===== config.mk =====
export PLATFORM = sky130hd
export DESIGN_NAME = dfdu_queue
export DESIGN_NICKNAME = d
export VERILOG_FILES = /design/src/dfdu_pkg.sv /design/src/dfdu_queue.sv
export SDC_FILE = /design/constraint.sdc
export NUM_CORES = 1
export LEC_CHECK = 0
export ABC_AREA = 1
export BUFFER_PORTS_ARGS = -buffer_cell sky130_fd_sc_hd__buf_2
export CAP_MARGIN = 20
export CORE_UTILIZATION = 56
export CTS_CLUSTER_SIZE = 12
export DETAILED_ROUTE_END_ITERATION = 10
export PLACE_DENSITY = 0.85
export SYNTH_ARGS = -nofsm -noshare
export SYNTH_HDL_FRONTEND = slang
export SYNTH_SLANG_ARGS = --single-unit

===== constraint.sdc =====
create_clock -name clock -period 2.6 [get_ports clock]
set_input_delay 0.39 -clock clock [delete_from_list [all_inputs] [get_ports clock]]
set_output_delay 0.39 -clock clock [all_outputs]
set_load 0.01 [all_outputs]

===== src/dfdu_pkg.sv =====
package dfdu_pkg;

   localparam int MAX_WORDS_PER_ROW = 16;
   localparam int MAX_ROWS          = 64;
   localparam int STORE_DEPTH       = MAX_ROWS * MAX_WORDS_PER_ROW;

   localparam int WORD_W   = 16;
   localparam int BYTE_W   = 8;
   localparam int ROW_W    = $clog2(MAX_ROWS);
   localparam int COL_W    = $clog2(MAX_WORDS_PER_ROW);
   localparam int ADDR_W   = $clog2(STORE_DEPTH);
   localparam int RC_W     = 7;
   localparam int WPR_W    = 5;
   localparam int CSR_IDX_W  = 2;
   localparam int CSR_DATA_W = 7;

   localparam int QUEUE_DEPTH = 4;
   localparam int QPTR_W      = $clog2(QUEUE_DEPTH);

   localparam logic [RC_W-1:0]  RC_MAX    = RC_W'(MAX_ROWS);
   localparam logic [WPR_W-1:0] WPR_MAX   = WPR_W'(MAX_WORDS_PER_ROW);
   localparam logic [RC_W-1:0]  RC_RESET  = 7'd64;
   localparam logic [WPR_W-1:0] WPR_RESET = 5'd8;

   localparam logic [BYTE_W-1:0] CMD_ADDR = 8'h80;

   localparam logic [CSR_IDX_W-1:0] CSR_ROW_COUNT     = 2'd0;
   localparam logic [CSR_IDX_W-1:0] CSR_WORDS_PER_ROW = 2'd1;

   // One queue word: two bytes, high first.
   typedef struct packed {
      logic              is_word;
      logic              last;
      logic [WORD_W-1:0] word;
   } entry_type;

   function automatic logic [WORD_W-1:0] rev16(input logic [WORD_W-1:0] v);
      logic [WORD_W-1:0] r;
      for (int i = 0; i < WORD_W; i++) begin
         r[i] = v[WORD_W-1-i];
      end
      return r;
   endfunction

endpackage


===== src/dfdu_queue.sv =====
module dfdu_queue (
   input  logic                clock,
   input  logic                reset,
   input  logic                push,
   input  dfdu_pkg::entry_type push_entry,
   output logic                full,
   input  logic                pop,
   output dfdu_pkg::entry_type head,
   output logic                empty
);

   localparam int QPTR_W = dfdu_pkg::QPTR_W;
   localparam int CNT_W  = $clog2(dfdu_pkg::QUEUE_DEPTH + 1);

   dfdu_pkg::entry_type slot_ff [dfdu_pkg::QUEUE_DEPTH];
   logic [QPTR_W-1:0]   wr_ptr_ff, wr_ptr_in;
   logic [QPTR_W-1:0]   rd_ptr_ff, rd_ptr_in;
   logic [CNT_W-1:0]    count_ff, count_in;
   logic                do_push;
   logic                do_pop;

   assign full    = (count_ff == CNT_W'(dfdu_pkg::QUEUE_DEPTH));
   assign empty   = (count_ff == '0);
   assign do_push = push && !full;
   assign do_pop  = pop && !empty;
   assign head    = slot_ff[rd_ptr_ff];

   always_comb begin
      wr_ptr_in = do_push ? wr_ptr_ff + QPTR_W'(1) : wr_ptr_ff;
      rd_ptr_in = do_pop ? rd_ptr_ff + QPTR_W'(1) : rd_ptr_ff;
      count_in  = count_ff;
      if (do_push && !do_pop) begin
         count_in = count_ff + CNT_W'(1);
      end else if (do_pop && !do_push) begin
         count_in = count_ff - CNT_W'(1);
      end
   end

   always_ff @(posedge clock) begin
      if (reset) begin
         wr_ptr_ff <= '0;
         rd_ptr_ff <= '0;
         count_ff  <= '0;
      end else begin
         wr_ptr_ff <= wr_ptr_in;
         rd_ptr_ff <= rd_ptr_in;
         count_ff  <= count_in;
      end
   end

   always_ff @(posedge clock) begin
      if (do_push) begin
         slot_ff[wr_ptr_ff] <= push_entry;
      end
   end

endmodule


==> impl_results.md <==
- Final Hold Violating Endpoints: 0
- Ys flop type: edfxtp_1
- Worst setup EP type: output pin
- Drt total wl: between 5000 and 6000 µm
- Internal: roughly 2.3 mW
- Crit path launch type: register
- Most frequent cell after synthesis: edfxtp_1
- Slew headroom: around 74%
- CTS root buf: clkbuf_8
- Clock power frac: 23.8%
- Critical path required time: ~2.2 ns
- Post-cts resize count: 0
- CP Max Fanout: 18
- Starting DRT DRC Count: about 190
- Critical-path top delay cell: dfxtp_1
- P_leak: 1.35 nW
- Commonest cells post-synth: edfxtp_1 (72), nor2_1 (49), o21ai_0 (22)
- Core area: 5510 µm²
- Post-synth top area cell: edfxtp_1
- Num CTS Buffers: 9
- Starting Density: between 50% and 60%
- CTS H-Tree Depth: 3
- Largest net degree at the start of global routing: 38
- Post-CTS Hold Fix Bufs: 0
- Fmax: 497 MHz
- Mapped Cells: between 200 and 250
- Vias per cell: around 5.3
- Pre-Repair DR Iteration Count: 4
- Worst Skew: roughly 0.0064 ns
- Vias in the first global route: 1861
- Routed Antenna Nets: 0
- Setup slack after layout: 0.588 ns
- Unrepaired setup endpoints after global routing: no
- Max IR drop VDD: between 0.5 and 0.6 mV
- CTS tree: built
- Period utilisation layout: between 70% and 80%
- Pre-CTS setup slack: just under 0.8 ns
- Global placement routability congestion: 0.772
- Die area: 6030 µm²
- Via Count: just under 2000
- Clk buf depth: 2
- CTS clk-pin slew, worst paths: around 0.070 ns
- Clk_lat worst skew: ~0.34 ns
- DR DRC count: 0
- Die Ht: approximately 78 µm
- Sequential area share after synthesis: 73.1%
- Number of I/O pins: 42
- Synth area leaders: edfxtp_1 (68%), nor2_1 (5.7%), dfxtp_1 (5.6%), o22ai_1 (3.5%), o21ai_0 (3.4%)
- Status: completed
- Netlist cell types: 21
- Worst endpoint data arrival time: 1.62 ns
- Setup-failing EPs final: 0
- Buffers on Ports: between 40 and 50
- First-pass GRT wire length: about 8700 µm
- Register area: 2340 µm²
- HPWL after DPL: around 3200 µm
- Layout Nets: 320
- # rows: 27
- Slew @ Worst Pin: about 0.39 ns
- Logic pwr share: 26.8%
- Fraction of layout cells with a size suffix above 1: approximately 22%
- Reg power frac: 49.4%
- Cell area after synthesis: around 3200 µm²
- Syn nets: 272
- Multi-input logic area: 683 µm²
- Crit Path Class: reg2out
- Die width: 77.6 µm
- Worst Hold Class: in2reg
- Grt total ovfl: 0
- Initial antenna violation count: 0
- CP Cell Sequence: clkinv_2 -> o21ai_1 -> o22ai_1 -> buf_2
- Area growth, synth to finish: 12.8%
- Diode count: 0
- Post-synth EDFFs: between 70 and 80
- Final Max Tran Viols: 0
- Number of fill cells: roughly 410
- Drt wl/cell: about 15 µm
- Psw: just over 1 mW
- Crit path time final: a little over 2 ns
- Clk sinks: between 80 and 90
- Yosys top cell area share: 67.5%
- Seq cells post-synth: 81
- Sw Ratio: 30.9%
- Share of synthesized registers carrying an async set or reset: 0%
- CP max stage delay: approximately 0.52 ns
- # Max-Cap Violations: 0
- Avg Cell Area, Syn: ~13 µm²
- Setup repair bufs after CTS: 0
- Synth warnings: 0
- TNS Setup: 0 ns
- Pwr dens: 925 nW/µm²
- Global-route usage over all layers: between 10% and 20%
==> path summary, 6_finish.rpt <==
kind                  startpoint             end  slack (ns)  cells after the start
hold / removal    push_entry[17]  slot_ff[1][17]        0.27                      1
setup / recovery        register         head[6]        0.59                      4
setup reg to reg     count_ff[0]     count_ff[2]        0.77                     13
hold reg to reg     rd_ptr_ff[0]    rd_ptr_ff[0]        0.51                      2
==> final cells by class <==
type | instances | share of cell area (%)
multi-input combinational | 135 | 18.9
timing repair buffer | 47 | 6.93
sequential | 81 | 64.8
inverter | 18 | 2.11
clock buffer | 16 | 4.71
tap | 72 | 2.49
==> cell families (layout without fill, tap and decap cells) <==
family                     count (synthesis)  in the layout  synth area share [%]
xor gates and xnor gates                   1              1                 0.273
DFF                                       81             81                  73.1
buffers and inverters                     28             81                  5.55
adders and majority gates                  6              6                  2.58
and+or+nand+nor                           70             70                  8.71
AOI/OAI and AO/OA                         58             58                  9.77
==> registers in the layout, indices dropped and copies added, names as in the netlist, named ones only <==
signal and cells:
slot_ff 72, count_ff 3, rd_ptr_ff 2, wr_ptr_ff 2
==> worst max-delay path: cells and delay by family, from the launching register on <==
kind	cells	cell delay [ns]
buf+inv	2	0.49
compound gates	2	0.28
flops	1	0.52
==> power groups by stage <==
stage | logic [mW] | clock network [mW] | registers (mW)
after global placement | 0.878 | 0 | 1.67
after floorplan | 0.668 | 0 | 1.66
after global routing | 1.00 | 0.856 | 1.67
final | 0.895 | 0.794 | 1.65
after detailed placement | 0.899 | 0 | 1.68
after CTS | 0.902 | 0.814 | 1.65
==> layer usage <==
| metal | track usage (%) | up-vias | part of all wire, % |
|---|---|---|---|
| met5 | 0 | - | 0 |
| li1 | - | 964 | - |
| met1 | 24.2 | 934 | 44 |
| met4 | 12.3 | 0 | 2.6 |
| met3 | 4.47 | 10 | 4.5 |
| met2 | 32.0 | 47 | 49 |
==> placed cells by master, fill, tap and decap left out <==
cell type,count
nand2_2,2
nor2_1,49
edfxtp_1,72
nand3_1,4
nor2_2,1
o21ai_0,22
inv_1,15
inv_8,1
o22ai_1,18
dfxtp_1,9
inv_2,1
buf_4,6
nand3b_1,1
ha_1,5
fa_1,1
clkinv_2,1
buf_2,41
xor2_1,1
clkbuf_1,5
clkbuf_8,11
a21oi_1,3
o21ai_1,15
nand2_1,13
==> per-stage QoR <==
step                      total power, mW  util [%]  cell area [µm²]  hold slack [ns]  instances
after floorplan                      2.33         -             3200            0.459        244
after global placement               2.55      62.5             3440            0.487        353
after detailed placement             2.58      62.5             3440            0.498        353
after CTS                            3.37      65.6             3610            0.251        369
after global routing                 3.52      65.6             3610            0.260        369
final                                3.34      65.6             3610            0.267        369
No activity file was read; power rests on OpenSTA's default activity.
