## src/dfdu_pkg.sv

```systemverilog
package dfdu_pkg;

   localparam int MAX_WORDS_PER_ROW = 16;
   localparam int MAX_ROWS          = 64;
   localparam int STORE_DEPTH       = MAX_ROWS * MAX_WORDS_PER_ROW;

   localparam int WORD_W   = 16;
   localparam int BYTE_W   = 8;
   localparam int ROW_W    = $clog2(MAX_ROWS);
   localparam int COL_W    = $clog2(MAX_WORDS_PER_ROW);
   localparam int ADDR_W   = $clog2(STORE_DEPTH);
   localparam int RC_W     = 7;
   localparam int WPR_W    = 5;
   localparam int CSR_IDX_W  = 2;
   localparam int CSR_DATA_W = 7;

   localparam int QUEUE_DEPTH = 4;
   localparam int QPTR_W      = $clog2(QUEUE_DEPTH);

   localparam logic [RC_W-1:0]  RC_MAX    = RC_W'(MAX_ROWS);
   localparam logic [WPR_W-1:0] WPR_MAX   = WPR_W'(MAX_WORDS_PER_ROW);
   localparam logic [RC_W-1:0]  RC_RESET  = 7'd64;
   localparam logic [WPR_W-1:0] WPR_RESET = 5'd8;

   localparam logic [BYTE_W-1:0] CMD_ADDR = 8'h80;

   localparam logic [CSR_IDX_W-1:0] CSR_ROW_COUNT     = 2'd0;
   localparam logic [CSR_IDX_W-1:0] CSR_WORDS_PER_ROW = 2'd1;

   // One queue word: two bytes, high first.
   typedef struct packed {
      logic              is_word;
      logic              last;
      logic [WORD_W-1:0] word;
   } entry_type;

   function automatic logic [WORD_W-1:0] rev16(input logic [WORD_W-1:0] v);
      logic [WORD_W-1:0] r;
      for (int i = 0; i < WORD_W; i++) begin
         r[i] = v[WORD_W-1-i];
      end
      return r;
   endfunction

endpackage

```

## src/dfdu_back.sv

```systemverilog
module dfdu_back (
   input  logic                        clock,
   input  logic                        reset,
   input  dfdu_pkg::entry_type         head,
   input  logic                        q_empty,
   output logic                        q_pop,
   output logic                        empty,
   input  logic                        pop,
   output logic [dfdu_pkg::BYTE_W-1:0] out_byte,
   output logic                        is_data,
   output logic                        last_byte
);

   localparam int BYTE_W = dfdu_pkg::BYTE_W;

   logic              phase_ff, phase_in;
   logic              valid_ff, valid_in;
   logic [BYTE_W-1:0] byte_ff, byte_in;
   logic              is_data_ff, is_data_in;
   logic              last_ff, last_in;
   logic              load;

   assign load  = !q_empty && (!valid_ff || pop);
   assign q_pop = load && phase_ff;

   always_comb begin
      phase_in   = phase_ff;
      valid_in   = valid_ff && !pop;
      byte_in    = byte_ff;
      is_data_in = is_data_ff;
      last_in    = last_ff;
      if (load) begin
         phase_in   = !phase_ff;
         valid_in   = 1'b1;
         byte_in    = phase_ff ? head.word[BYTE_W-1:0] : head.word[2*BYTE_W-1:BYTE_W];
         is_data_in = head.is_word;
         last_in    = head.last && phase_ff;
      end
   end

   always_ff @(posedge clock) begin
      if (reset) begin
         phase_ff <= 1'b0;
         valid_ff <= 1'b0;
      end else begin
         phase_ff <= phase_in;
         valid_ff <= valid_in;
      end
   end

   always_ff @(posedge clock) begin
      byte_ff    <= byte_in;
      is_data_ff <= is_data_in;
      last_ff    <= last_in;
   end

   assign empty     = !valid_ff;
   assign out_byte  = byte_ff;
   assign is_data   = is_data_ff;
   assign last_byte = last_ff;

endmodule

```

## config.mk

```make
export PLATFORM = sky130hd
export DESIGN_NAME = dfdu_back
export DESIGN_NICKNAME = d
export VERILOG_FILES = /design/src/dfdu_pkg.sv /design/src/dfdu_back.sv
export SDC_FILE = /design/constraint.sdc
export NUM_CORES = 1
export LEC_CHECK = 0
export BUFFER_PORTS_ARGS = -buffer_cell sky130_fd_sc_hd__buf_2
export CORE_UTILIZATION = 38
export DETAILED_ROUTE_END_ITERATION = 12
export PLACE_DENSITY = 0.74
export SLEW_MARGIN = 25
export SYNTH_ARGS = -nofsm -noshare
export SYNTH_HDL_FRONTEND = slang
export SYNTH_SLANG_ARGS = --single-unit
export TNS_END_PERCENT = 5
```

## constraint.sdc

```tcl
create_clock -name clock -period 1.53 [get_ports clock]
set_input_delay 0.459 -clock clock [delete_from_list [all_inputs] [get_ports clock]]
set_output_delay 0.459 -clock clock [all_outputs]
set_load 0.01 [all_outputs]
```

==> run_results.csv, run 1 <==
group,metric,value,unit
die,rows,12,
cells_and_area,nets,91,
detailed_routing,vias,370,
setup_path,worstSetupEndpointType,"primary output",
detailed_routing,ant_nets,0,
sta,worst_pin_slew,164.0,ps
detailed_routing,detail_route.first_pass.iterations,4,
hold_path,min-delay-path-class,"in2reg",
power,power,714.0,uW
clock_tree,hold_buffers,0,
sta,finalCriticalPeriod,1511,ps
die,die_area,0.001480,mm2
grt,grt_max_degree,12,
cells_and_area,final_cell_mix,"buf_2, edfxtp_1, mux2_2",
cells_and_area,seqCellArea,342.8,um2
setup_path,crit_fanout,2,
die,die-width,38.47,um
clock_tree,cts.sinks,12,
grt,overflow,0,
cells_and_area,postLayoutCoreUtil,0.6368,
synthesis,syn_nets,52,
clock_tree,root_buffer,"clkbuf_4",
sta,grt_setup_unrepaired,"true",
synthesis,synth_area_per_cell,16.85,um2
cells_and_area,final_common_cell,"buf_2",
sta,slew_viol_final,0,
sta,slew_headroom,0.8907,
cells_and_area,fillers,99,
sta,fin_skew,0.7023,ps
power,power_density,957.5,mW/mm2
placed_design,place_hpwl,674,um
clock_tree,cts_setup_buffers,0,
synthesis,synth.cell_area,505.5,um2
detailed_routing,wl_met3,73,um
die,pin_count,34,
sta,fin_ws,18.92,ps
grt,grt_pass1_wl,1331,um
run,maxCapViolations,0,
power,p_leak,0.0003457,uW
setup_path,worstPathRequired,1070,ps
placed_design,dp_slack,-68.80,ps
grt,antenna_found_initial,0,
die,start_util,0.4316,
cells_and_area,area_growth,47.52,%
synthesis,synth.yosys.seq_area_share,0.6733,
detailed_routing,drc,0,
detailed_routing,initialDrtViolationCount,8,
setup_path,startpoint_type,"primary input",
clock_tree,clk_pin_slew,70,ps
setup_path,crit_arrival,1050,ps
placed_design,place_inst,78,
cells_and_area,stdcell_count,82,
setup_path,setup.worst_path.class,"in2out",
synthesis,ys_seq_elements,12,
cells_and_area,multi_input_area,162.7,um2
synthesis,synthCells,30,
synthesis,synth_top_area_share,0.5941,
clock_tree,cts_htree_levels,1,
placed_design,port_buffers,33,
synthesis,synth_area_leaders,"edfxtp_1, mux2_2, dfxtp_1",
detailed_routing,via_per_inst,4.512,
sta,final.period_utilization,0.9876,
grt,grt_pass1_vias,336,
die,core_area,0.001171,mm2
sta,hold_viol_final,0,
sta,tns,0,ps
cells_and_area,drive_gt1_frac,0.7647,
clock_tree,cts_made_buffers,3,
power,ir_worst_vdd,0.5672,mV
status,status,"complete, no violations",
clock_tree,post_cts_resized,4,
placed_design,gp_congestion,0.6282,
detailed_routing,wl_per_cell,10.65,um
synthesis,yosysUniqueCellTypes,13,
synthesis,ys.warnings.count,0,
clock_tree,clock_path_buffers,2,
clock_tree,tritoncts,"built",
synthesis,synth_top_cell_by_area,"edfxtp_1",
detailed_routing,wl_met2,448,um
detailed_routing,routed_wl,873,um
die,die_height,38.47,um
detailed_routing,top_layer_used,"met3",
sta,fmax,661.8,MHz
detailed_routing,wl_met1,352,um
clock_tree,insertion_delay,260,ps
sta,setup_viol,0,
cells_and_area,num_antenna_cells,0,
grt,grt_usage,0.1360,
## cells by family (layout without fill, tap and decap cells)
| kind of cell | Yosys count | in the layout | share of synthesized area |
|---|---|---|---|
| and+or+nand+nor | 6 | 6 | 0.08665 |
| DFF | 12 | 12 | 0.6733 |
| AOI/OAI and AO/OA | 1 | 1 | 0.009891 |
| buffers and inverters | 2 | 40 | 0.02228 |
| muxes | 9 | 9 | 0.2079 |
## cells in the mapped netlist (all sizes together)
master	n
edfxtp	10
mux2	9
and2	2
dfxtp	2
nor2b	2
a21oi	1
buf	1
inv	1
nand2b	1
nor2	1
## path summary, 6_finish.rpt
check	from	endpoint	slack (ps)	cells after the start
hold reg to reg	valid_ff$_SDFF_PP0_	valid_ff$_SDFF_PP0_	480	2
setup reg to reg	phase_ff$_SDFFE_PP0P_	out_byte[0]$_DFFE_PP_	370	2
setup / recovery	pop	q_pop	20	5
hold / removal	reset	valid_ff$_SDFF_PP0_	370	2
## sequential cells by signal (all words and copies together), names as in the netlist
name,flops
out_byte,8
last_byte,1
phase_ff,1
is_data,1
valid_ff,1
## area by class of cell
class                           instances  share of cell area
Tap cell                               14             0.02349
Sequential cell                        12              0.4597
Inverter                                1            0.005034
Clock inverter                          1            0.005034
Multi-Input combinational cell         16              0.2181
Timing Repair Buffer                   35              0.2584
Clock buffer                            3             0.03020
## power breakdown
group | internal (uW) | total [uW] | switching [uW]
registers | 386 | 399 | 12.4
logic | 77.0 | 125 | 48.4
clock network | 94.0 | 190 | 95.9
## metal layers
| layer | vias up | GRT usage |
|---|---|---|
| met5 | - | 0 |
| li1 | 184 | - |
| met4 | 0 | 0.02586 |
| met3 | 0 | 0.05233 |
| met2 | 22 | 0.2542 |
| met1 | 164 | 0.1434 |
## critical path, cell delays in order
cell and delay (ps):
buf_6 90, nand2b_4 130, nor2b_4 120, and2_4 150
buf_6 110
## per-stage QoR
step / hold slack, ps / cell area [um2]
detailed placement: 506.7 / 695.7
floorplan: 467.4 / 505.5
global route: 371.9 / 745.7
CTS: 365.6 / 738.2
global placement: 495.8 / 695.7
finish: 365.5 / 745.7
Note: power is estimated with default switching activity, not from simulation.
==> run 2: changes to the inputs <==
--- a/config.mk
+++ b/config.mk
@@ -5,10 +5,11 @@
 export SDC_FILE = /design/constraint.sdc
 export NUM_CORES = 1
 export LEC_CHECK = 0
+export ABC_AREA = 1
 export BUFFER_PORTS_ARGS = -buffer_cell sky130_fd_sc_hd__buf_2
-export CORE_UTILIZATION = 38
+export CORE_ASPECT_RATIO = 0.9
+export CORE_UTILIZATION = 30
 export DETAILED_ROUTE_END_ITERATION = 12
-export PLACE_DENSITY = 0.74
 export SLEW_MARGIN = 25
 export SYNTH_ARGS = -nofsm -noshare
 export SYNTH_HDL_FRONTEND = slang
==> run 2 against run 1 <==
Net effect:
- cell count increased by 39%
- non-clock buffer count grew 1
- maximum frequency is 9.2% higher
- design area down 0.84%
- count of clock-buffer cells in the layout increased by 1
- sequential share of layout area is 0.22 points higher
==> run_results.csv, run 2 <==
group,metric,value,unit
cells_and_area,nets,115,
power,p_leak,0.0004084,uW
setup_path,setup.worst_path.class,"reg2out",
setup_path,critical_path.top_delay_family,"flip-flops",
setup_path,worstPathRequired,1070,ps
detailed_routing,ant_nets,0,
detailed_routing,wl_per_cell,8.860,um
synthesis,async_flop_share,0,
cells_and_area,seqCellArea,341.6,um2
sta,finalCriticalPeriod,1384,ps
sta,setup_viol,0,
clock_tree,insertion_delay,260,ps
cells_and_area,postLayoutCoreUtil,0.4888,
sta,final.period_utilization,0.9043,
synthesis,synthCells,53,
setup_path,cp_slowest_cell,"dfxtp_2",
power,power_density,962.7,mW/mm2
synthesis,synth_area_leaders,"edfxtp_1, nand2_1, dfxtp_1",
synthesis,synthFlopType,"edfxtp_1",
setup_path,path_buf_inv,2,
setup_path,worstSetupEndpointType,"primary output",
placed_design,place_hpwl,785.9,um
detailed_routing,detail_route.first_pass.iterations,4,
grt,grt_max_degree,9,
synthesis,synth.most_common_cell,"nand2_1",
synthesis,synth_top_area_share,0.5911,
sta,slew_headroom,0.8153,
synthesis,synth_area_per_cell,9.585,um2
sta,grt_setup_unrepaired,"false",
placed_design,port_buffers,33,
cells_and_area,drive_gt1_frac,0.4457,
detailed_routing,vias,459,
synthesis,netlist_top_cells_count,"nand2_1, edfxtp_1, inv_1, a21oi_1, dfxtp_1",
sta,slew_viol_final,0,
status,status,"complete, no violations",
cells_and_area,area_growth,45.57,%
grt,grt_pass1_wl,1276,um
clock_tree,cts_htree_levels,1,
power,clkPwrFrac,0.278,
sta,tns,0,ps
grt,met3_usage,0.03084,
cells_and_area,largest_reg_flops,8,
clock_tree,tritoncts,"built",
die,pin_count,34,
setup_path,crit_path_cell_trace,"nand3_1 -> inv_1 -> buf_2",
setup_path,crit_fanout,7,
die,start_util,0.3358,
die,core_area,0.001513,mm2
synthesis,synth-edff-count,10,
synthesis,syn_nets,75,
synthesis,ys_seq_elements,12,
run,maxCapViolations,0,
setup_path,startpoint_type,"flip-flop",
grt,met1_usage,0.1135,
power,swShare,0.2385,
placed_design,gp_congestion,0.6199,
cells_and_area,final_common_cell,"buf_2",
cells_and_area,multi_input_area,126.4,um2
power,combPwrFrac,0.167,
sta,holdWs,367.9,ps
grt,top_usage_layer,"met2",
power,power_frac_seq,0.555,
grt,grt_usage,0.1053,
synthesis,synth.yosys.seq_area_share,0.6700,
sta,worst_pin_slew,276.8,ps
synthesis,yosysUniqueCellTypes,9,
sta,hold_viol_final,0,
sta,fmax,722.8,MHz
grt,overflow,0,
setup_path,max_stage_delay,390,ps
grt,grt_pass1_vias,333,
detailed_routing,drc,0,
clock_tree,clk_pin_slew,70,ps
die,rows,13,
power,ir_worst_vdd,0.4404,mV
grt,antenna_found_initial,0,
detailed_routing,via_per_inst,4.026,
synthesis,synth_top_cell_by_area,"edfxtp_1",
synthesis,ys.warnings.count,0,
cells_and_area,num_antenna_cells,0,
hold_path,min-delay-path-class,"in2reg",
clock_tree,cts_setup_buffers,0,
power,internal_power,542.1,uW
clock_tree,root_buffer,"clkbuf_4",
clock_tree,cts_made_buffers,3,
clock_tree,cts.sinks,12,
clock_tree,clock_path_buffers,2,
cells_and_area,fillers,149,
detailed_routing,initialDrtViolationCount,3,
power,power,711.9,uW
setup_path,crit_arrival,920,ps
grt,grt_util_met2,0.1848,
power,p_switching,169.7,uW
die,die-width,45.38,um
synthesis,synth.cell_area,508.0,um2
die,die_area,0.001862,mm2
cells_and_area,final_cell_mix,"buf_2, nand2_1, edfxtp_1",
die,die_height,41.04,um
detailed_routing,routed_wl,1010,um
sta,fin_skew,8.142,ps
## run 2: cell type report
class	count	area share
multi-input cells	32	0.1709
inverters	8	0.04061
flip-flops and latches	12	0.4619
repair buffers	36	0.2538
clock buffers	4	0.03553
well taps	22	0.03723
## run 2: what timing repair did
item | CTS | global route
endpoints found under the setup margin | 0 | 1
hold buffers | 0 | 0
gates resized for setup | 0 | 1
## run 2: through the flow
stage | worst slack, ps | instance area, um2 | instances
after floorplan | 346.0 | 508.0 | 53
after global placement | 153.1 | 711.9 | 110
after detailed placement | 149.0 | 711.9 | 110
after CTS | 54.50 | 738.2 | 114
after global routing | 68.51 | 739.5 | 114
final | 146.4 | 739.5 | 114
## run 2: layer usage
layer  wire length (um)  vias up
li1                   -      241
met1                474      192
met2                444       24
met3                 83        2
met4                  8        0
met5                  0        -
## run 2: power groups by stage
stage	combinational [uW]	sequential (uW)	clock [uW]
3_3_place_gp	118	402	0
3_5_place_dp	121	402	0
6_report	119	395	198
5_1_grt	134	397	217
2_1_floorplan	47.7	413	0
4_1_cts	121	394	202
## run 2: worst paths after layout
check	start	to	slack, ps	cells after the start
setup / recovery	phase_ff$_SDFFE_PP0P_	q_pop	150	3
hold / removal	reset	valid_ff$_SDFF_PP0_	370	2
setup reg to reg	valid_ff$_SDFF_PP0_	last_byte$_DFFE_PP_	580	4
hold reg to reg	valid_ff$_SDFF_PP0_	valid_ff$_SDFF_PP0_	510	2
## run 2: cells by family after synthesis
group | synth area share
compound gates | 0.01971
buf+inv | 0.08128
flops | 0.6700
simple gates | 0.2291
